==> src/rtl/aohm_pkg.sv <==
package aohm_pkg;

  // Range count and the highest range the 2-bit range state can hold
  localparam int NUM_RANGES = 4;
  localparam int NUM_GAINS  = 4;
  localparam logic [1:0] TOP_RANGE = (NUM_RANGES > 4) ? 2'd3 : 2'(NUM_RANGES - 1);

  // Field widths
  localparam int CODE_W  = 16;
  localparam int MAG_W   = 15;
  localparam int GAIN_W  = 16;
  localparam int WIN_W   = 15;
  localparam int LIMIT_W = 16;
  localparam int RES_W   = 32;
  localparam int KOHM_W  = 14;
  localparam int OHM_W   = 10;
  localparam int CFG_IDX_W = 3;
  localparam int CFG_DATA_W = 16;

  // Datapath widths: product of (32768 - code), gain and decade scale stays below 2^51
  localparam int SCALE_W = 20;
  localparam int ACC_W   = 52;
  localparam int RND_SH  = 15;
  localparam int QUO_W   = ACC_W - RND_SH;

  // Step counts of the shift-add multiplier and the restoring divider
  localparam int MUL_STEPS = SCALE_W;
  localparam int DIV_STEPS = QUO_W;
  localparam int CNT_W     = $clog2(DIV_STEPS + 1);
  localparam logic [CNT_W-1:0] MUL_LAST = CNT_W'(MUL_STEPS - 1);
  localparam logic [CNT_W-1:0] DIV_LAST = CNT_W'(DIV_STEPS - 1);

  // Divisors for the decimal split
  localparam logic [MAG_W-1:0] DIV_KILO  = MAG_W'(1000);
  localparam logic [MAG_W-1:0] DIV_DEC4  = MAG_W'(10000);

  localparam logic [RES_W-1:0] SAT32 = '1;

  // Register indexes
  localparam logic [CFG_IDX_W-1:0] REG_GAIN0       = 3'd0;
  localparam logic [CFG_IDX_W-1:0] REG_GAIN1       = 3'd1;
  localparam logic [CFG_IDX_W-1:0] REG_GAIN2       = 3'd2;
  localparam logic [CFG_IDX_W-1:0] REG_GAIN3       = 3'd3;
  localparam logic [CFG_IDX_W-1:0] REG_WINDOW_LOW  = 3'd4;
  localparam logic [CFG_IDX_W-1:0] REG_WINDOW_HIGH = 3'd5;
  localparam logic [CFG_IDX_W-1:0] REG_BEEP_LIMIT  = 3'd6;

  // Reset values
  localparam logic [GAIN_W-1:0] GAIN_RESET [NUM_GAINS] = '{
    16'd32309, 16'd31949, 16'd32768, 16'd21889
  };
  localparam logic [WIN_W-1:0]   WINDOW_LOW_RESET  = 15'd8000;
  localparam logic [WIN_W-1:0]   WINDOW_HIGH_RESET = 15'd24000;
  localparam logic [LIMIT_W-1:0] BEEP_LIMIT_RESET  = 16'd80;

  function automatic logic [SCALE_W-1:0] decade_scale(input logic [1:0] rng);
    logic [SCALE_W-1:0] s;
    case (rng)
      2'd0:    s = 20'd1000;
      2'd1:    s = 20'd10000;
      2'd2:    s = 20'd100000;
      default: s = 20'd1000000;
    endcase
    return s;
  endfunction

endpackage

==> src/rtl/autorange_ohmmeter.sv <==
// Autoranging ohmmeter: each beat on the input channel is one signed ADC code taken on the
// range now held; each produces one result beat. A code inside the window (or at an end
// range) settles and yields the rounded resistance, its kilo and unit display digits, the
// continuity beep and the over-range flag; otherwise the range steps by one and the result
// is unsettled. A range step goes straight to the finish state. A settled reading runs
// 40 steps of one bit-serial shift-add multiplier (gain, then decade scale), one
// rounding step, and three 37-step passes of one restoring divider that yields the
// resistance, then its split by 1000 and by 10000. An open circuit (code zero or below)
// skips the multiply and the first pass. One reading is in work at a time; a finished
// result waits in the output register while the next code is taken.
module autorange_ohmmeter (
  input  logic                                clk,
  input  logic                                rst_n,
  input  logic                                in_valid,
  output logic                                in_ready,
  input  logic signed [aohm_pkg::CODE_W-1:0]  in_adc_code,
  output logic                                out_valid,
  input  logic                                out_ready,
  output logic                                out_settled,
  output logic [1:0]                          out_range_select,
  output logic [aohm_pkg::RES_W-1:0]          out_resistance_ohms,
  output logic [aohm_pkg::KOHM_W-1:0]         out_kohm_digits,
  output logic [aohm_pkg::OHM_W-1:0]          out_ohm_digits,
  output logic                                out_beep,
  output logic                                out_over_range,
  input  logic                                cfg_we,
  input  logic [aohm_pkg::CFG_IDX_W-1:0]      cfg_index,
  input  logic [aohm_pkg::CFG_DATA_W-1:0]     cfg_data
);

  localparam logic [2:0] ST_IDLE = 3'd0;
  localparam logic [2:0] ST_MUL1 = 3'd1;
  localparam logic [2:0] ST_MUL2 = 3'd2;
  localparam logic [2:0] ST_RND  = 3'd3;
  localparam logic [2:0] ST_DIV  = 3'd4;
  localparam logic [2:0] ST_FIN  = 3'd5;

  // Configuration
  logic [aohm_pkg::GAIN_W-1:0]  gain_r [aohm_pkg::NUM_GAINS];
  logic [aohm_pkg::WIN_W-1:0]   wlow_r, whigh_r;
  logic [aohm_pkg::LIMIT_W-1:0] blim_r;

  // Control
  logic [2:0]                   state_r, state_nxt;
  logic [aohm_pkg::CNT_W-1:0]   cnt_r, cnt_nxt;
  logic [1:0]                   pass_r, pass_nxt;
  logic [1:0]                   range_r, range_nxt;
  logic                         out_valid_r, out_valid_nxt;

  // Datapath
  logic [aohm_pkg::MAG_W-1:0]   code_r, code_nxt;
  logic [aohm_pkg::ACC_W-1:0]   mcand_r, mcand_nxt;
  logic [aohm_pkg::SCALE_W-1:0] mplr_r, mplr_nxt;
  logic [aohm_pkg::ACC_W-1:0]   acc_r, acc_nxt;
  logic [aohm_pkg::QUO_W-1:0]   quo_r, quo_nxt;
  logic [aohm_pkg::MAG_W-1:0]   rem_r, rem_nxt;
  logic [aohm_pkg::MAG_W-1:0]   dvsr_r, dvsr_nxt;
  logic                         stl_r, stl_nxt;
  logic                         ovr_r, ovr_nxt;
  logic [aohm_pkg::RES_W-1:0]   res_r, res_nxt;
  logic [aohm_pkg::OHM_W-1:0]   ohm_r, ohm_nxt;
  logic [aohm_pkg::KOHM_W-1:0]  kohm_r, kohm_nxt;

  // Output register
  logic                         o_stl_r, o_stl_nxt;
  logic [1:0]                   o_rng_r, o_rng_nxt;
  logic [aohm_pkg::RES_W-1:0]   o_res_r, o_res_nxt;
  logic [aohm_pkg::KOHM_W-1:0]  o_kohm_r, o_kohm_nxt;
  logic [aohm_pkg::OHM_W-1:0]   o_ohm_r, o_ohm_nxt;
  logic                         o_beep_r, o_beep_nxt;
  logic                         o_ovr_r, o_ovr_nxt;

  // Combinational helpers
  logic signed [aohm_pkg::CODE_W-1:0] wl_s, wh_s;
  logic                         is_low, is_high, settle, code_pos;
  logic [1:0]                   r_cur;
  logic [aohm_pkg::CODE_W-1:0]  diff;
  logic [aohm_pkg::ACC_W-1:0]   sum_w, rnd_sum;
  logic [aohm_pkg::MAG_W:0]     trial, trial_sub;
  logic                         ge;
  logic [aohm_pkg::MAG_W-1:0]   rem_step;
  logic [aohm_pkg::QUO_W-1:0]   quo_step;
  logic                         sat;
  logic [aohm_pkg::RES_W-1:0]   res_val;

  always_ff @(posedge clk) begin
    if (!rst_n) begin
      for (int i = 0; i < aohm_pkg::NUM_GAINS; i++) begin
        gain_r[i] <= aohm_pkg::GAIN_RESET[i];
      end
      wlow_r  <= aohm_pkg::WINDOW_LOW_RESET;
      whigh_r <= aohm_pkg::WINDOW_HIGH_RESET;
      blim_r  <= aohm_pkg::BEEP_LIMIT_RESET;
    end else if (cfg_we) begin
      unique case (cfg_index) inside
        aohm_pkg::REG_GAIN0, aohm_pkg::REG_GAIN1,
        aohm_pkg::REG_GAIN2, aohm_pkg::REG_GAIN3: gain_r[cfg_index[1:0]] <= cfg_data;
        aohm_pkg::REG_WINDOW_LOW:  wlow_r  <= cfg_data[aohm_pkg::WIN_W-1:0];
        aohm_pkg::REG_WINDOW_HIGH: whigh_r <= cfg_data[aohm_pkg::WIN_W-1:0];
        aohm_pkg::REG_BEEP_LIMIT:  blim_r  <= cfg_data;
        default: ;
      endcase
    end
  end

  always_comb begin
    // Window decisions on the incoming code
    wl_s     = $signed({1'b0, wlow_r});
    wh_s     = $signed({1'b0, whigh_r});
    is_low   = in_adc_code <= wl_s;
    is_high  = in_adc_code >= wh_s;
    r_cur    = (range_r > aohm_pkg::TOP_RANGE) ? aohm_pkg::TOP_RANGE : range_r;
    settle   = (!is_low && !is_high) || (is_low && r_cur == aohm_pkg::TOP_RANGE) ||
               (is_high && r_cur == 2'd0);
    code_pos = !in_adc_code[aohm_pkg::CODE_W-1] && (in_adc_code != '0);
    diff     = 16'h8000 - {1'b0, in_adc_code[aohm_pkg::MAG_W-1:0]};

    // Shift-add step
    sum_w   = acc_r + (mplr_r[0] ? mcand_r : '0);
    rnd_sum = acc_r + {{(aohm_pkg::ACC_W - aohm_pkg::MAG_W - 14){1'b0}}, code_r, 14'd0};

    // Restoring division step
    trial     = {rem_r, quo_r[aohm_pkg::QUO_W-1]};
    trial_sub = trial - {1'b0, dvsr_r};
    ge        = trial >= {1'b0, dvsr_r};
    rem_step  = ge ? trial_sub[aohm_pkg::MAG_W-1:0] : trial[aohm_pkg::MAG_W-1:0];
    quo_step  = {quo_r[aohm_pkg::QUO_W-2:0], ge};
    sat       = |quo_step[aohm_pkg::QUO_W-1:aohm_pkg::RES_W];
    res_val   = sat ? aohm_pkg::SAT32 : quo_step[aohm_pkg::RES_W-1:0];

    state_nxt = state_r;
    cnt_nxt   = cnt_r;
    pass_nxt  = pass_r;
    range_nxt = range_r;
    code_nxt  = code_r;
    mcand_nxt = mcand_r;
    mplr_nxt  = mplr_r;
    acc_nxt   = acc_r;
    quo_nxt   = quo_r;
    rem_nxt   = rem_r;
    dvsr_nxt  = dvsr_r;
    stl_nxt   = stl_r;
    ovr_nxt   = ovr_r;
    res_nxt   = res_r;
    ohm_nxt   = ohm_r;
    kohm_nxt  = kohm_r;

    out_valid_nxt = out_valid_r && !out_ready;
    o_stl_nxt  = o_stl_r;
    o_rng_nxt  = o_rng_r;
    o_res_nxt  = o_res_r;
    o_kohm_nxt = o_kohm_r;
    o_ohm_nxt  = o_ohm_r;
    o_beep_nxt = o_beep_r;
    o_ovr_nxt  = o_ovr_r;

    unique case (state_r)
      ST_IDLE: begin
        if (in_valid) begin
          code_nxt = in_adc_code[aohm_pkg::MAG_W-1:0];
          cnt_nxt  = '0;
          if (!settle) begin
            if (is_low) begin
              range_nxt = (r_cur < aohm_pkg::TOP_RANGE) ? r_cur + 2'd1 : r_cur;
            end else begin
              range_nxt = (r_cur > 2'd0) ? r_cur - 2'd1 : r_cur;
            end
            stl_nxt   = 1'b0;
            ovr_nxt   = 1'b0;
            res_nxt   = '0;
            ohm_nxt   = '0;
            kohm_nxt  = '0;
            state_nxt = ST_FIN;
          end else begin
            range_nxt = r_cur;
            stl_nxt   = 1'b1;
            if (code_pos) begin
              mcand_nxt = {{(aohm_pkg::ACC_W - aohm_pkg::CODE_W){1'b0}}, diff};
              mplr_nxt  = {{(aohm_pkg::SCALE_W - aohm_pkg::GAIN_W){1'b0}}, gain_r[r_cur]};
              acc_nxt   = '0;
              state_nxt = ST_MUL1;
            end else begin
              // open circuit: saturate and go straight to the digit split
              res_nxt   = aohm_pkg::SAT32;
              ovr_nxt   = 1'b1;
              quo_nxt   = {{(aohm_pkg::QUO_W - aohm_pkg::RES_W){1'b0}}, aohm_pkg::SAT32};
              rem_nxt   = '0;
              dvsr_nxt  = aohm_pkg::DIV_KILO;
              pass_nxt  = 2'd1;
              state_nxt = ST_DIV;
            end
          end
        end
      end
      ST_MUL1: begin
        mcand_nxt = {mcand_r[aohm_pkg::ACC_W-2:0], 1'b0};
        mplr_nxt  = {1'b0, mplr_r[aohm_pkg::SCALE_W-1:1]};
        acc_nxt   = sum_w;
        cnt_nxt   = cnt_r + 1'b1;
        if (cnt_r == aohm_pkg::MUL_LAST) begin
          // product so far becomes the multiplicand of the decade scale
          mcand_nxt = sum_w;
          mplr_nxt  = aohm_pkg::decade_scale(range_r);
          acc_nxt   = '0;
          cnt_nxt   = '0;
          state_nxt = ST_MUL2;
        end
      end
      ST_MUL2: begin
        mcand_nxt = {mcand_r[aohm_pkg::ACC_W-2:0], 1'b0};
        mplr_nxt  = {1'b0, mplr_r[aohm_pkg::SCALE_W-1:1]};
        acc_nxt   = sum_w;
        cnt_nxt   = cnt_r + 1'b1;
        if (cnt_r == aohm_pkg::MUL_LAST) begin
          cnt_nxt   = '0;
          state_nxt = ST_RND;
        end
      end
      ST_RND: begin
        // add half the denominator, then drop the 2^15 factor of it
        quo_nxt   = rnd_sum[aohm_pkg::ACC_W-1:aohm_pkg::RND_SH];
        rem_nxt   = '0;
        dvsr_nxt  = code_r;
        pass_nxt  = 2'd0;
        cnt_nxt   = '0;
        state_nxt = ST_DIV;
      end
      ST_DIV: begin
        quo_nxt = quo_step;
        rem_nxt = rem_step;
        cnt_nxt = cnt_r + 1'b1;
        if (cnt_r == aohm_pkg::DIV_LAST) begin
          cnt_nxt = '0;
          rem_nxt = '0;
          case (pass_r)
            2'd0: begin
              res_nxt  = res_val;
              ovr_nxt  = sat;
              quo_nxt  = {{(aohm_pkg::QUO_W - aohm_pkg::RES_W){1'b0}}, res_val};
              dvsr_nxt = aohm_pkg::DIV_KILO;
              pass_nxt = 2'd1;
            end
            2'd1: begin
              ohm_nxt  = rem_step[aohm_pkg::OHM_W-1:0];
              dvsr_nxt = aohm_pkg::DIV_DEC4;
              pass_nxt = 2'd2;
            end
            default: begin
              kohm_nxt  = rem_step[aohm_pkg::KOHM_W-1:0];
              state_nxt = ST_FIN;
            end
          endcase
        end
      end
      ST_FIN: begin
        // hold until the output register is free
        if (!out_valid_r || out_ready) begin
          out_valid_nxt = 1'b1;
          o_stl_nxt  = stl_r;
          o_rng_nxt  = range_r;
          o_res_nxt  = res_r;
          o_kohm_nxt = kohm_r;
          o_ohm_nxt  = ohm_r;
          o_beep_nxt = stl_r &&
                       (res_r <= {{(aohm_pkg::RES_W - aohm_pkg::LIMIT_W){1'b0}}, blim_r});
          o_ovr_nxt  = ovr_r;
          state_nxt  = ST_IDLE;
        end
      end
      default: state_nxt = ST_IDLE;
    endcase
  end

  always_ff @(posedge clk) begin
    if (!rst_n) begin
      state_r     <= ST_IDLE;
      cnt_r       <= '0;
      pass_r      <= '0;
      range_r     <= '0;
      out_valid_r <= 1'b0;
    end else begin
      state_r     <= state_nxt;
      cnt_r       <= cnt_nxt;
      pass_r      <= pass_nxt;
      range_r     <= range_nxt;
      out_valid_r <= out_valid_nxt;
    end
  end

  always_ff @(posedge clk) begin
    code_r   <= code_nxt;
    mcand_r  <= mcand_nxt;
    mplr_r   <= mplr_nxt;
    acc_r    <= acc_nxt;
    quo_r    <= quo_nxt;
    rem_r    <= rem_nxt;
    dvsr_r   <= dvsr_nxt;
    stl_r    <= stl_nxt;
    ovr_r    <= ovr_nxt;
    res_r    <= res_nxt;
    ohm_r    <= ohm_nxt;
    kohm_r   <= kohm_nxt;
    o_stl_r  <= o_stl_nxt;
    o_rng_r  <= o_rng_nxt;
    o_res_r  <= o_res_nxt;
    o_kohm_r <= o_kohm_nxt;
    o_ohm_r  <= o_ohm_nxt;
    o_beep_r <= o_beep_nxt;
    o_ovr_r  <= o_ovr_nxt;
  end

  assign in_ready            = (state_r == ST_IDLE);
  assign out_valid           = out_valid_r;
  assign out_settled         = o_stl_r;
  assign out_range_select    = o_rng_r;
  assign out_resistance_ohms = o_res_r;
  assign out_kohm_digits     = o_kohm_r;
  assign out_ohm_digits      = o_ohm_r;
  assign out_beep            = o_beep_r;
  assign out_over_range      = o_ovr_r;

  a_unsettled_zero: assert property (@(posedge clk) disable iff (!rst_n)
    (out_valid && !out_settled) |->
      (out_resistance_ohms == '0 && !out_beep && !out_over_range))
    else $error("unsettled result carries a reading");

  a_beep_settled: assert property (@(posedge clk) disable iff (!rst_n)
    (out_valid && out_beep) |-> (out_settled && !out_over_range))
    else $error("beep without a settled in-range reading");

  a_over_sat: assert property (@(posedge clk) disable iff (!rst_n)
    (out_valid && out_over_range) |-> (out_resistance_ohms == aohm_pkg::SAT32))
    else $error("over range without saturated resistance");

  a_digits: assert property (@(posedge clk) disable iff (!rst_n)
    out_valid |-> (out_ohm_digits < 10'd1000 && out_kohm_digits < 14'd10000 &&
                   out_range_select <= aohm_pkg::TOP_RANGE))
    else $error("display digits or range out of bounds");

  a_busy_after_accept: assert property (@(posedge clk) disable iff (!rst_n)
    (in_valid && in_ready) |=> !in_ready)
    else $error("input taken again before the reading finished");

endmodule

==> config.mk <==
export PLATFORM = sky130hd
export DESIGN_NAME = autorange_ohmmeter
export DESIGN_NICKNAME = d
export VERILOG_FILES = /design/src/rtl/aohm_pkg.sv /design/src/rtl/autorange_ohmmeter.sv
export SDC_FILE = /design/constraint.sdc
export NUM_CORES = 1
export LEC_CHECK = 0
export BUFFER_PORTS_ARGS = -buffer_cell sky130_fd_sc_hd__buf_2
export CORE_UTILIZATION = 51
export DETAILED_ROUTE_END_ITERATION = 12
export PLACE_DENSITY = 0.79
export SLEW_MARGIN = 30
export SYNTH_ARGS = -nofsm -noshare
export SYNTH_HDL_FRONTEND = slang
export SYNTH_SLANG_ARGS = --single-unit
==> constraint.sdc <==
create_clock -name clk -period 23.7 [get_ports clk]
set_input_delay 4.74 -clock clk [delete_from_list [all_inputs] [get_ports clk]]
set_output_delay 4.74 -clock clk [all_outputs]
set_load 0.01 [all_outputs]
=== Word level (Yosys, flattened, before mapping) ===
Memories as Yosys holds them, arrays and structs flattened.
Index checks and enable logic that the tools add are counted.

* RAM bits: 64
* Memories kept: 1
* Latch bits: 0
* Input port bits: 40
* Flip-flop bits (word level): 385
* ROM bits: 0
* Output and inout port bits: 63
* Word-level logic and storage cells: 208

{| class="wikitable"
|+ Memories
! name !! words !! width !! rd ports !! clocked after Yosys merged registers in !! write ports !! line !! RTL
|-
| gain_r || 4 || 16 || 1 || 0 || 4 || autorange_ohmmeter.sv:39 || <nowiki>logic [aohm_pkg::GAIN_W-1:0] gain_r [aohm_pkg::NUM_GAINS];</nowiki>
|}

* $add $sub $neg: 7
* $lt $le $gt $ge: 7
* $mul: 0
* Mux-type cells: 93
* Equality and inequality tests: 31
* Shifts and indexed selects: 0
* Divide/modulo/power cells: 0
* Bitwise logic cells: 0
* Reductions and logical operators: 42

{| class="wikitable"
|+ Operator list
! operator !! number
|-
| $mux 52 || 9
|-
| $pmux 52 s3 || 2
|-
| $mux 32 || 6
|-
| $mux 37 || 5
|-
| $mux 15 || 9
|-
| $pmux 20 s3 || 2
|-
| $pmux 37 s3 || 1
|-
| $pmux 15 s3 || 2
|-
| $mux 20 || 4
|-
| $pmux 32 s2 || 1
|-
| $mux 14 || 4
|-
| $add 52x29->52 || 1
|-
| $add 52x52->52 || 1
|-
| $mux 10 || 4
|-
| $le 32x16->1 || 1
|-
| $pmux 15 s2 || 1
|-
| $pmux 14 s2 || 1
|-
| $mux 3 || 8
|-
| $pmux 6 s4 || 1
|-
| $mux 2 || 10
|-
| $ne 2x2->1 const B || 10
|-
| $pmux 10 s2 || 1
|-
| $mux 6 || 3
|-
| $pmux 3 s6 || 1
|-
| other kinds (42) || 92
|}

=== Longest topological paths before layout ===
Gate-level depths: netlist of run 1.

* Word-level depth: 9
* Depth in mapped cells: 14
* Depth with buffers taken out: 13

=== Worst setup path after synthesis of run 1 ===
No wires, ideal clock.

* Kind: in2reg
* From: in in_adc_code[14] (netlist name)
* To: reg acc_r[0] (netlist name) (enable)
* Buffers on the path: 0
* Library setup time: 0.790 ns
* Stages: 9
* Required time: 22.910 ns
* Path slack: 7.504 ns
* Data arrival time: 15.406 ns
* Cells stage by stage: ha_1 and4b_1 a221oi_1 o21ai_1 a211oi_2 a21oi_2 o21ai_2 a31oi_1 a211oi_1

* Cells in the longest elaborated chain, start to end: 7
* Elaborated cells between the ends (all ways): 14
* Classes of those cells: order compare: 2; eq/ne: 2; reduce/logical: 10

{| class="wikitable"
|+ RTL lines
! item !! line !! RTL
|-
| from (decl) || autorange_ohmmeter.sv:16 || <nowiki>input logic signed [aohm_pkg::CODE_W-1:0] in_adc_code,</nowiki>
|-
| $le 16x16->1 or $ge 16x16->1 (tied branches) || autorange_ohmmeter.sv:110, autorange_ohmmeter.sv:111 ||
|-
| $logic_not 1->1 || autorange_ohmmeter.sv:113 || <nowiki>settle = (!is_low && !is_high) || (is_low && r_cur == aohm_pkg::TOP_RANGE) ||</nowiki>
|-
| $logic_and 1x1->1 || autorange_ohmmeter.sv:113 ||
|-
| $logic_or 1x1->1 || autorange_ohmmeter.sv:113 ||
|-
| $logic_or 1x1->1 * || autorange_ohmmeter.sv:113 ||
|-
| via settle || autorange_ohmmeter.sv:75 || <nowiki>logic is_low, is_high, settle, code_pos;</nowiki>
|-
| $ne 2x1->1 (no line) * || - ||
|-
| $reduce_and 4->1 (no line) * || - ||
|-
| to (signal assigned) || autorange_ohmmeter.sv:294 || <nowiki>acc_r <= acc_nxt;</nowiki>
|-
| to (decl) || autorange_ohmmeter.sv:54 || <nowiki>logic [aohm_pkg::ACC_W-1:0] acc_r, acc_nxt;</nowiki>
|}

The timed path passes the listed nets; every way through them passes the cells marked *.
A chain may end at the register's enable or synchronous reset.

=== Worst setup path in the final report of run 1 ===
* From: in in_adc_code[14] (netlist name)
* To: reg acc_r[30] (netlist name) (enable)

The elaborated chain is that of the path after synthesis.

==> results.md, run 1 <==
* Status: completed
* Mapped Cells at 2225
* Hold-fix buffers at CTS at 0
* Reg2reg path depth at 12
* PnR worst setup slack at around 15 ns
* Syn avg cell area at between 10 and 15 sq um
* R2r endpoint: acc_r[30]$_DFFE_PP_
* Rows at 79
* Net count after synthesis at 2403
* EDFF count, synth at 389
* Final instance area at around 27000 sq um
* Post-route ant nets at 0
* Layout cell share with drive strength beyond 1 at ~11%
* Worst skew pair latency at approximately 0.60 ns
* Initial antenna violation count at 3
* Synth-to-layout area growth at 10.4%
* R2R setup slack at approximately 19 ns
* Fillers at 3768
* Starting density of the core at approximately half
* Post-route DRC at 0
* Crit-path cells: buf_2 -> ha_1 -> and4b_1 -> a221oi_1 -> o21ai_1 -> a211oi_2 -> a21oi_2 -> o21ai_2 -> a31oi_1 -> a211oi_4 -> buf_4 -> buf_4
* Top FF cell, synth: edfxtp_1
* CP startpoint kind: primary input
* Max incr delay on CP at approximately 0.8 ns
* Post-CTS sizing at 0
* WHS Path Cells at 0
* Post-synth cell types at slightly below 80
* H-tree Lvls at 2
* Worst Setup SP: in_adc_code[14]
* Worst hold slack at roughly 0.42 ns
* Most common cell after layout, fill and taps aside: edfxtp_1
* Worst hold start: kohm_r[1]$_SDFFCE_PN0P_
* Endpoints failing setup at 0
* Final Skew at approximately 0.035 ns
* Root Driver: clkbuf_16
* Leakage at between 9 and 10 nW
* Via density per instance at 6.01
* Max-slew violation count at 0
* R2R Path Start: wlow_r[14]$_SDFFE_PN0P_
* Worst Path Max Fanout at 70
* Fmax at 119 MHz
* Hpwl dp at between 40000 and 50000 um
* Number of global-route vias before repair at around 17k
* Delay-heaviest family, CP: compound AO/OA/AOI/OAI gates
* CTS Buffer Depth at 3
* Register area at 12900 sq um
* 1st-iter DRT viols at roughly 1.7k
* Die X-Extent at around 220 um
* RSZ-0062 raised after global routing: false
* Total track usage at 25.5%
* Worst IR Drop VDD at around 0.068 mV
* Critical path class: primary input to register
* GRT overflow at 0
* Worst Setup End Kind: register
* Number of buffers added on ports at 102
* CTS clk-pin slew, worst paths at 0.06 ns
* Multi-input logic area at 10400 sq um
* #FFs+latches synth at between 400 and 500
* CTS tree: yes
* Setup_tns at 0 ns
* Total Wirelength at roughly 60000 um
* Worst slew margin at approximately 38%
* Asr flop ratio synth at 0%
* Pre-CTS setup slack at between 10 and 15 ns
* Most frequent cells in the layout: edfxtp_1, nand2_1, nor2_1
* Power Density at 134 nW/um^2
* Crit share post-route at a little over a third
* Hold EP: out_kohm_digits[1]$_DFFE_PP_
* Placed inst area at 25100 sq um
* CTS Sinks at approximately 450
* Max-Cap Viols at 0
* Sequential area share after synthesis at approximately 54%
* Cell mode on critical path: buf_4
* Die H at roughly 220 um
* Crit-path slowest cell: buf_4
* Hold Path Class: register to register
* Total CTS buffers at 45
* Vias at about 18k
* Crit path buf inv count at 3
* Post-Syn Area at 24000 sq um
* Worst EP arrival at 8.58 ns
* Pin count of the biggest net entering global routing at 72
* Routed len/inst at about 21 um
* Synth warn at 0
* Slew @ Worst Pin at slightly above 0.9 ns
* Die area at around 48000 sq um
* Final hold violations at 0
* Gpl congestion at roughly 0.92
* Number of I/O pins at between 100 and 150
* Min Tclk post-route at 8.37 ns
* Post-CTS Setup Inserts at 0
* First-pass GRT wire length at around 95000 um
* Nets at 2456
* Drt pass-1 iters at 7
* Crit path required time at between 20 and 25 ns
* Core Footprint at roughly 47000 sq um
[synth_stat cells, types with 12 or more instances]
cell type | number | area, sq um
xor2_1 | 39 | 342
nor2b_1 | 15 | 93.8
nor3b_1 | 12 | 90.1
inv_1 | 109 | 409
clkbuf_1 | 93 | 349
nand3_1 | 24 | 120
o21a_1 | 22 | 165
or2_2 | 23 | 144
nor3_1 | 36 | 180
o21bai_1 | 13 | 97.6
o21ai_0 | 76 | 380
nor4_1 | 18 | 113
a21oi_1 | 165 | 826
o211ai_1 | 26 | 195
nand4_1 | 35 | 219
or3_1 | 17 | 106
ha_1 | 135 | 1690
o21ai_1 | 13 | 65.1
and2_1 | 93 | 582
dfxtp_1 | 60 | 1200
a31oi_1 | 22 | 138
xnor2_1 | 65 | 569
nand2b_1 | 21 | 131
a21o_1 | 91 | 683
buf_2 | 15 | 75.1
mux4_2 | 16 | 360
o31ai_1 | 13 | 97.6
nor2_1 | 188 | 706
nand2_1 | 222 | 833
a22o_1 | 21 | 184
edfxtp_1 | 389 | 11700
[metrics by stage]
stage	instances	total power [mW]	utilization [%]
floorplan	2225	2.47	-
global placement	2838	2.79	53.9
detailed placement	2838	2.84	53.9
CTS	2921	3.54	57.0
global route	2921	3.77	57.0
finish	2922	3.55	57.0
[state kept, by name (all words and copies together) (netlist names), 2 cells and up, named ones only]
register / flops
mcand_r: 52
rem_r: 15
mplr_r: 20
out_kohm_digits: 14
out_range_select: 2
state_r: 3
whigh_r: 15
ohm_r: 10
acc_r: 52
quo_r: 37
cnt_r: 6
blim_r: 16
pass_r: 2
out_ohm_digits: 10
wlow_r: 15
code_r: 15
dvsr_r: 15
res_r: 32
gain_r: 64
kohm_r: 14
out_resistance_ohms: 32
[power by group]
part           leakage, nW  internal (mW)  switching, mW
clock network        0.708          0.381          0.310
registers             4.09           1.17          0.152
logic                 5.19          0.571          0.968
total                 9.98           2.12           1.43
[kinds of logic after synthesis]
| kind of cell | after synthesis | share of synthesized area [%] |
|---|---|---|
| and+or+nand+nor | 737 | 14.9 |
| adders and majority gates | 138 | 7.28 |
| buffers and inverters | 224 | 3.58 |
| muxes | 27 | 1.96 |
| AOI/OAI and AO/OA | 546 | 14.9 |
| DFF | 449 | 53.6 |
| xor gates and xnor gates | 104 | 3.79 |
[final cells by class]
cell class / instances / area share (%)
flip-flops and latches: 449 / 48.5
multi-input cells: 1552 / 39.2
clock buffers: 60 / 4.64
well taps: 607 / 2.86
repair buffers: 121 / 2.46
inverters: 109 / 1.54
clock inverters: 23 / 0.731
diodes: 1 / 0.00943
[layer usage]
metal | part of all wire (%) | GRT usage [%]
met2 | 46 | 40.7
met4 | 3.6 | 10.2
met5 | 0 | 0
met1 | 43 | 35.3
met3 | 7.4 | 3.51
[worst max path at each step]
stage | slack, ns | endpoint | cells after the start
after floorplan | 7.50 | acc_r[0]$_DFFE_PP_ | 9
after global placement | 14.86 | acc_r[45]$_DFFE_PP_ | 12
after detailed placement | 14.78 | acc_r[45]$_DFFE_PP_ | 12
after CTS | 15.38 | acc_r[45]$_DFFE_PP_ | 12
after global routing | 15.03 | acc_r[41]$_DFFE_PP_ | 13
final | 15.33 | acc_r[30]$_DFFE_PP_ | 12
(Power assumes the default switching activity.)
==> inputs of run 2 (changes only) <==
==> constraint.sdc (replaced) <==
create_clock -name clk -period 8.1 [get_ports clk]
set_input_delay 1.62 -clock clk [delete_from_list [all_inputs] [get_ports clk]]
set_output_delay 1.62 -clock clk [all_outputs]
set_load 0.01 [all_outputs]
==> run 2 against run 1 <==
- worst setup slack lost 12 ns
- critical endpoint is now mcand_r[0]$_DFFE_PP_
- first-iteration DRC count is 5.5% higher
- critical path depth fell by 1
- register-to-register slack worse by 15 ns
- utilization is 0.14 points higher
- sequential cell count unchanged
==> results.md, run 2 (synthesized netlist as in run 1, its figures left out) <==
* Status: completed
* Slew @ Worst Pin at 0.970 ns (+0.0410 ns)
* Pin count of the biggest net entering global routing at 125 (+74%)
* Crit-path cells: buf_2 -> ha_1 -> and4b_1 -> a221oi_1 -> o21ai_1 -> a211oi_2 -> a21oi_2 -> o21ai_2 -> a31oi_1 -> a211oi_4 -> buf_12
* Gpl congestion at 0.920 (about the same)
* Post-Layout Cell Count at 2921 (-0.034%)
* Nets at 2455 (-0.041%)
* Via density per instance at 5.96 (-0.89%)
* Routed len/inst at 20.5 um (-0.83%)
* Most common cell after layout, fill and taps aside: edfxtp_1
* Most flop-heavy register: gain_r
* Vias at 17.4k (-0.92%)
* Post-CTS sizing at 0 (unchanged)
* Worst IR Drop VDD at 0.200 mV (+200%)
* Starting density of the core at 51.6% (unchanged)
* Crit share post-route at between 50% and 60%
* Largest register FFs at 64 (unchanged)
* Max-Cap Viols at 0 (unchanged)
* Rows at 79 (unchanged)
* Post-CTS Setup Inserts at 0 (unchanged)
* Post-route DRC at 0 (unchanged)
* Total track usage at 25.2% (-0.39 points)
* Leakage at 10.0 nW (+0.19%)
* CTS Buffer Depth at 3 (unchanged)
* Post-route core utilization at 57.2% (+0.14 points)
* Total Wirelength at 59900 um (-0.86%)
* Critical path class: primary input to register
* Die X-Extent at 219 um (unchanged)
* Root Driver: clkbuf_16
* CTS Sinks at 449 (unchanged)
* Number of buffers added on ports at 102 (unchanged)
* Crit path required time at 8.31 ns (-15.60 ns)
* First-pass GRT wire length at 93600 um (-1.3%)
* Min Tclk post-route at 4.41 ns
* CTS clk-pin slew, worst paths at 0.06 ns (about the same)
* 1st-iter DRT viols at 1799 (+5.5%)
* GRT overflow at 0 (unchanged)
* Die H at 219 um (unchanged)
* Power Density at 394 nW/um^2 (+190%)
* Cells after DPL at 2837 (-0.035%)
* Crit-path slowest cell: buf_12
* Placed inst area at 25100 sq um (about the same)
* Max-slew violation count at 0 (unchanged)
* Setup_tns at 0 ns (unchanged)
* Die area at 48000 sq um (unchanged)
* Worst EP arrival at 4.63 ns (-3.95 ns)
* Worst Setup End Kind: register
* Crit path buf inv count at 2 (-1)
* Hold-fix buffers at CTS at 0 (unchanged)
* H-tree Lvls at 2 (unchanged)
* CP startpoint kind: primary input
* RSZ-0062 raised after global routing: false
* CTS tree: yes
* Layout cell share with drive strength beyond 1 at 10.9% (-0.13 points)
* Most frequent cells in the layout: edfxtp_1, nand2_1, nor2_1
* Core Footprint at 46600 sq um (unchanged)
* Delay-heaviest family, CP: compound AO/OA/AOI/OAI gates
* Number of I/O pins at 103 (unchanged)
* Worst Path Max Fanout at 124 (+77%)
* Ant. Diodes at 0 (-1)
* Number of global-route vias before repair at 16.8k (-2.1%)
* Total CTS buffers at 45 (unchanged)
* Fillers at 3717 (-1.4%)
* Hold Path Class: register to register
* Hpwl dp at 42600 um (-1.5%)
* Max incr delay on CP at 0.48 ns (-0.32 ns)
* Worst slew margin at 35.1% (-2.8 points)
* Fmax at about 230 MHz
* Pwr Total at 10.5 mW (+190%)
* Final instance area at 26600 sq um (+0.25%)
* Final hold violations at 0 (unchanged)
* Final Skew at 0.0228 ns (-0.0126 ns)
* Largest regs: gain_r: 64 flops, acc_r: 52 flops, mcand_r: 52 flops
* Worst skew pair latency at 0.60 ns (about the same)
* Post-route ant nets at 0 (unchanged)
* Endpoints failing setup at 0 (unchanged)
* Drt pass-1 iters at 8 (+1)
* Synth-to-layout area growth at 10.7%
* Initial antenna violation count at 1 (-2)
-- run 2: cell types whose count changed in the layout (fill, tap and decap cells not counted), sizes merged --
cell      delta
buf          -1
bufinv       +4
clkbuf       -7
clkinv       +3
clkinvlp     +2
diode        -1
inv          -1
-- run 2: metal layers --
layer / track usage, % / part of all wire, %
met1: 35.0 / 44
met2: 40.0 / 46
met3: 3.96 / 6.7
met4: 8.87 / 3.2
met5: 0 / 0
-- run 2: path summary, 6_finish.rpt --
path	startpoint	endpoint	slack [ns]	cells past startpoint
worst min-delay path	ohm_r[7]$_SDFFCE_PN0P_	out_ohm_digits[7]$_DFFE_PP_	0.42	0
worst max register to register	mplr_r[0]$_DFFE_PP_	mcand_r[48]$_DFFE_PP_	4.10	14
worst min register to register	ohm_r[7]$_SDFFCE_PN0P_	out_ohm_digits[7]$_DFFE_PP_	0.42	0
worst max-delay path	in_adc_code[14]	mcand_r[0]$_DFFE_PP_	3.69	11
-- run 2: metrics by stage --
stage	hold WS (ns)	worst slack, ns
2_1_floorplan	0.400	0.671
3_3_place_gp	0.404	3.09
3_5_place_dp	0.405	3.02
4_1_cts	0.419	3.63
5_1_grt	0.423	3.52
6_report	0.419	3.69
-- run 2: area by class of cell --
| type | count | area, sq um | share of cell area [%] |
|---|---|---|---|
| inverters | 109 | 409 | 1.54 |
| clock inverters | 31 | 324 | 1.22 |
| repair buffers | 120 | 658 | 2.47 |
| clock buffers | 53 | 1170 | 4.38 |
| flip-flops and latches | 449 | 12900 | 48.4 |
| multi-input cells | 1552 | 10400 | 39.1 |
| well taps | 607 | 759 | 2.85 |
-- run 2: power by group --
group | switching [mW] | total [mW] | internal [mW]
Combinational | 2.84 | 4.52 | 1.67
Sequential | 0.426 | 3.85 | 3.43
Clock | 0.910 | 2.11 | 1.20
==> inputs of run 3 (changes only) <==
==> constraint.sdc (replaced) <==
create_clock -name clk -period 4.35 [get_ports clk]
set_input_delay 0.87 -clock clk [delete_from_list [all_inputs] [get_ports clk]]
set_output_delay 0.87 -clock clk [all_outputs]
set_load 0.01 [all_outputs]
==> run 3 against run 2 <==
- combinational power rose by 94%
- final cell count rose by 0.99%
- worst setup slack got worse by 3.3 ns
- critical path depth rose by 1
- clock power rose by 82%
- total power rose by 89%
- die area did not move
- cell area rose by 1.0%
- global-route usage rose by 0.49 points
- critical path type is now register to register
- critical endpoint is now acc_r[49]$_DFFE_PP_
- highest routed layer is now met5
==> results.md, run 3 (synthesized netlist as in run 1, its figures left out) <==
* Number of I/O pins at 103 (unchanged)
* CTS Sinks at 449 (unchanged)
* Initial antenna violation count at 5 (+4)
* Worst IR Drop VDD at 0.457 mV (+130%)
* Final instance area at 26900 sq um (+1.0%)
* Worst Path Max Fanout at 23 (-81%)
* Worst slew margin at 34.7% (-0.43 points)
* Crit-path slowest cell: edfxtp_1
* Worst Setup SP: mplr_r[0]$_DFFE_PP_
* Reg2reg path depth at 12 (-2)
* Rows at 79 (unchanged)
* PnR worst setup slack at 0.412 ns (-3.27 ns)
* H-tree Lvls at 2 (unchanged)
* GRT overflow at 0 (unchanged)
* Cells after DPL at 2864 (+0.95%)
* GR Layer Usage met1 at 34.9% (-0.093 points)
* Leakage at 10.1 nW (+1.4%)
* Root Driver: clkbuf_16
* CTS clk-pin slew, worst paths at 0.06 ns (about the same)
* Hold-fix buffers at CTS at 0 (unchanged)
* Total CTS buffers at 46 (+2.2%)
* Crit share post-route at just over 90%
* Sw Share at 40.3% (+0.40 points)
* CP startpoint kind: register
* Synth-to-layout area growth at 11.8%
* Hold Path Class: register to register
* Number of global-route vias before repair at 17.1k (+1.9%)
* Busiest layer in global routing: met2
* Cell-internal power at 11.9 mW (+88%)
* Post-CTS sizing at 0 (unchanged)
* Via density per instance at 6.06 (+1.8%)
* Drt pass-1 iters at 8 (unchanged)
* Die H at 219 um (unchanged)
* Post-route DRC at 0 (unchanged)
* Post-Layout Cell Count at 2950 (+0.99%)
* Routed len/inst at 20.7 um (+0.99%)
* Worst skew pair latency at 0.59 ns (about the same)
* CTS tree: yes
* Status: completed
* Min Tclk post-route at approximately 4 ns
* Most frequent cells in the layout: edfxtp_1, nand2_1, nor2_1
* Post-route ant nets at 0 (unchanged)
* Fillers at 3693 (-0.65%)
* Core Footprint at 46600 sq um (unchanged)
* Total track usage at 25.7% (+0.49 points)
* Final Skew at 0.0241 ns (+0.00130 ns)
* Post-CTS Setup Inserts at 0 (unchanged)
* Delay-heaviest family, CP: compound AO/OA/AOI/OAI gates
* Crit path required time at 4.68 ns (-3.63 ns)
* Multi-input logic area at 10400 sq um (+0.23%)
* Gpl congestion at 0.951 (+3.4%)
* RSZ-0062 raised after global routing: false
* Layout cell share with drive strength beyond 1 at 12.0% (+1.1 points)
* Nets at 2483 (+1.1%)
* Sequential Power Share at 36.3% (-0.5 points)
* Clock power share at 19.4% (-0.7 points)
* Number of buffers added on ports at 102 (unchanged)
* GR Layer Usage met3 at 6.07% (+2.1 points)
* Routing usage on met2 at 39.5% (-0.44 points)
* Largest register FFs at 64 (unchanged)
* Die area at 48000 sq um (unchanged)
* Worst EP arrival at 4.27 ns (-0.36 ns)
* Crit path buf inv count at 1 (-1)
* Critical path class: register to register
* Hpwl dp at 45200 um (+6.1%)
* Fmax at 254 MHz
* R2R Path Start: mplr_r[0]$_DFFE_PP_
* Max-slew violation count at 0 (unchanged)
* Placed inst area at 25400 sq um (+1.2%)
* R2R setup slack at 0.41 ns (-3.69 ns)
* First-pass GRT wire length at 95300 um (+1.7%)
* Most common cell after layout, fill and taps aside: edfxtp_1
* Comb pwr share at 44.3% (+1.2 points)
* Most flop-heavy register: gain_r
* R2r endpoint: acc_r[49]$_DFFE_PP_
* Max-Cap Viols at 0 (unchanged)
* Post-route core utilization at 57.7% (+0.59 points)
* Ant. Diodes at 0 (unchanged)
* Register area at 12900 sq um (about the same)
* Endpoints failing setup at 0 (unchanged)
* Slew @ Worst Pin at 0.978 ns (+0.00750 ns)
* CP endpoint: acc_r[49]$_DFFE_PP_
* CTS Buffer Depth at 3 (unchanged)
* Largest regs: gain_r: 64 flops, acc_r: 52 flops, mcand_r: 52 flops
* Final hold violations at 0 (unchanged)
* Pwr Total at 19.9 mW (+89%)
* Pre-CTS setup slack at 0.341 ns (-2.68 ns)
* Worst path depth at 12 (+1)
* 1st-iter DRT viols at 1846 (+2.6%)
* Setup_tns at 0 ns (unchanged)
* Worst Setup End Kind: register
* Worst hold slack at 0.413 ns (-0.00580 ns)
* Starting density of the core at 51.6% (unchanged)
* NetSw at 8.00 mW (+91%)
* Vias at 17.9k (+2.8%)
* Die X-Extent at 219 um (unchanged)
* Pin count of the biggest net entering global routing at 72 (-42%)
* Max incr delay on CP at 0.77 ns (+0.29 ns)
* Power Density at 738 nW/um^2 (+87%)
* Total Wirelength at 61100 um (+2.0%)
* Crit-path cells: nand2_1 -> inv_1 -> ha_1 -> a211oi_1 -> nor2_1 -> o311ai_1 -> a311oi_1 -> nor3_1 -> o31a_1 -> nor3_1 -> nor3b_1 -> o31a_1
==> run 3: cell count changes in the layout (fill, tap and decap cells not counted), sizes merged <==
cell	before	now
buf	120	147
clkbuf	53	59
clkinv	23	19
bufinv	5	3
inv	110	112
==> run 3: final cells by class <==
class	instances	area share [%]
repair buffers	147	3.44
flip-flops and latches	449	47.9
well taps	607	2.83
clock inverters	27	1.02
multi-input cells	1552	38.8
inverters	109	1.52
clock buffers	59	4.46
==> run 3: routing by layer <==
| metal | part of all wire (%) | wire (um) |
|---|---|---|
| met5 | 0.052 | 32 |
| met4 | 3.7 | 2250 |
| met3 | 9.2 | 5630 |
| met2 | 45 | 27400 |
| met1 | 42 | 25700 |
==> run 3: power by group through the flow <==
stage / sequential [mW] / clock [mW] / combinational (mW)
after global placement: 7.21 / 0 / 8.35
final: 7.20 / 3.85 / 8.79
after CTS: 7.18 / 3.91 / 8.64
after detailed placement: 7.26 / 0 / 8.58
after floorplan: 6.92 / 0 / 6.40
after global routing: 7.31 / 4.09 / 9.64
==> run 3: how the worst min path moves through the flow <==
stage	startpoint	cells after the start	slack, ns	end
floorplan	kohm_r[0]$_SDFFCE_PN0P_	0	0.40	out_kohm_digits[0]$_DFFE_PP_
global placement	ovr_r$_DFFE_PP_	0	0.40	out_over_range$_DFFE_PP_
detailed placement	kohm_r[1]$_SDFFCE_PN0P_	0	0.40	out_kohm_digits[1]$_DFFE_PP_
CTS	kohm_r[1]$_SDFFCE_PN0P_	0	0.41	out_kohm_digits[1]$_DFFE_PP_
global route	kohm_r[3]$_SDFFCE_PN0P_	0	0.42	out_kohm_digits[3]$_DFFE_PP_
finish	kohm_r[1]$_SDFFCE_PN0P_	0	0.41	out_kohm_digits[1]$_DFFE_PP_
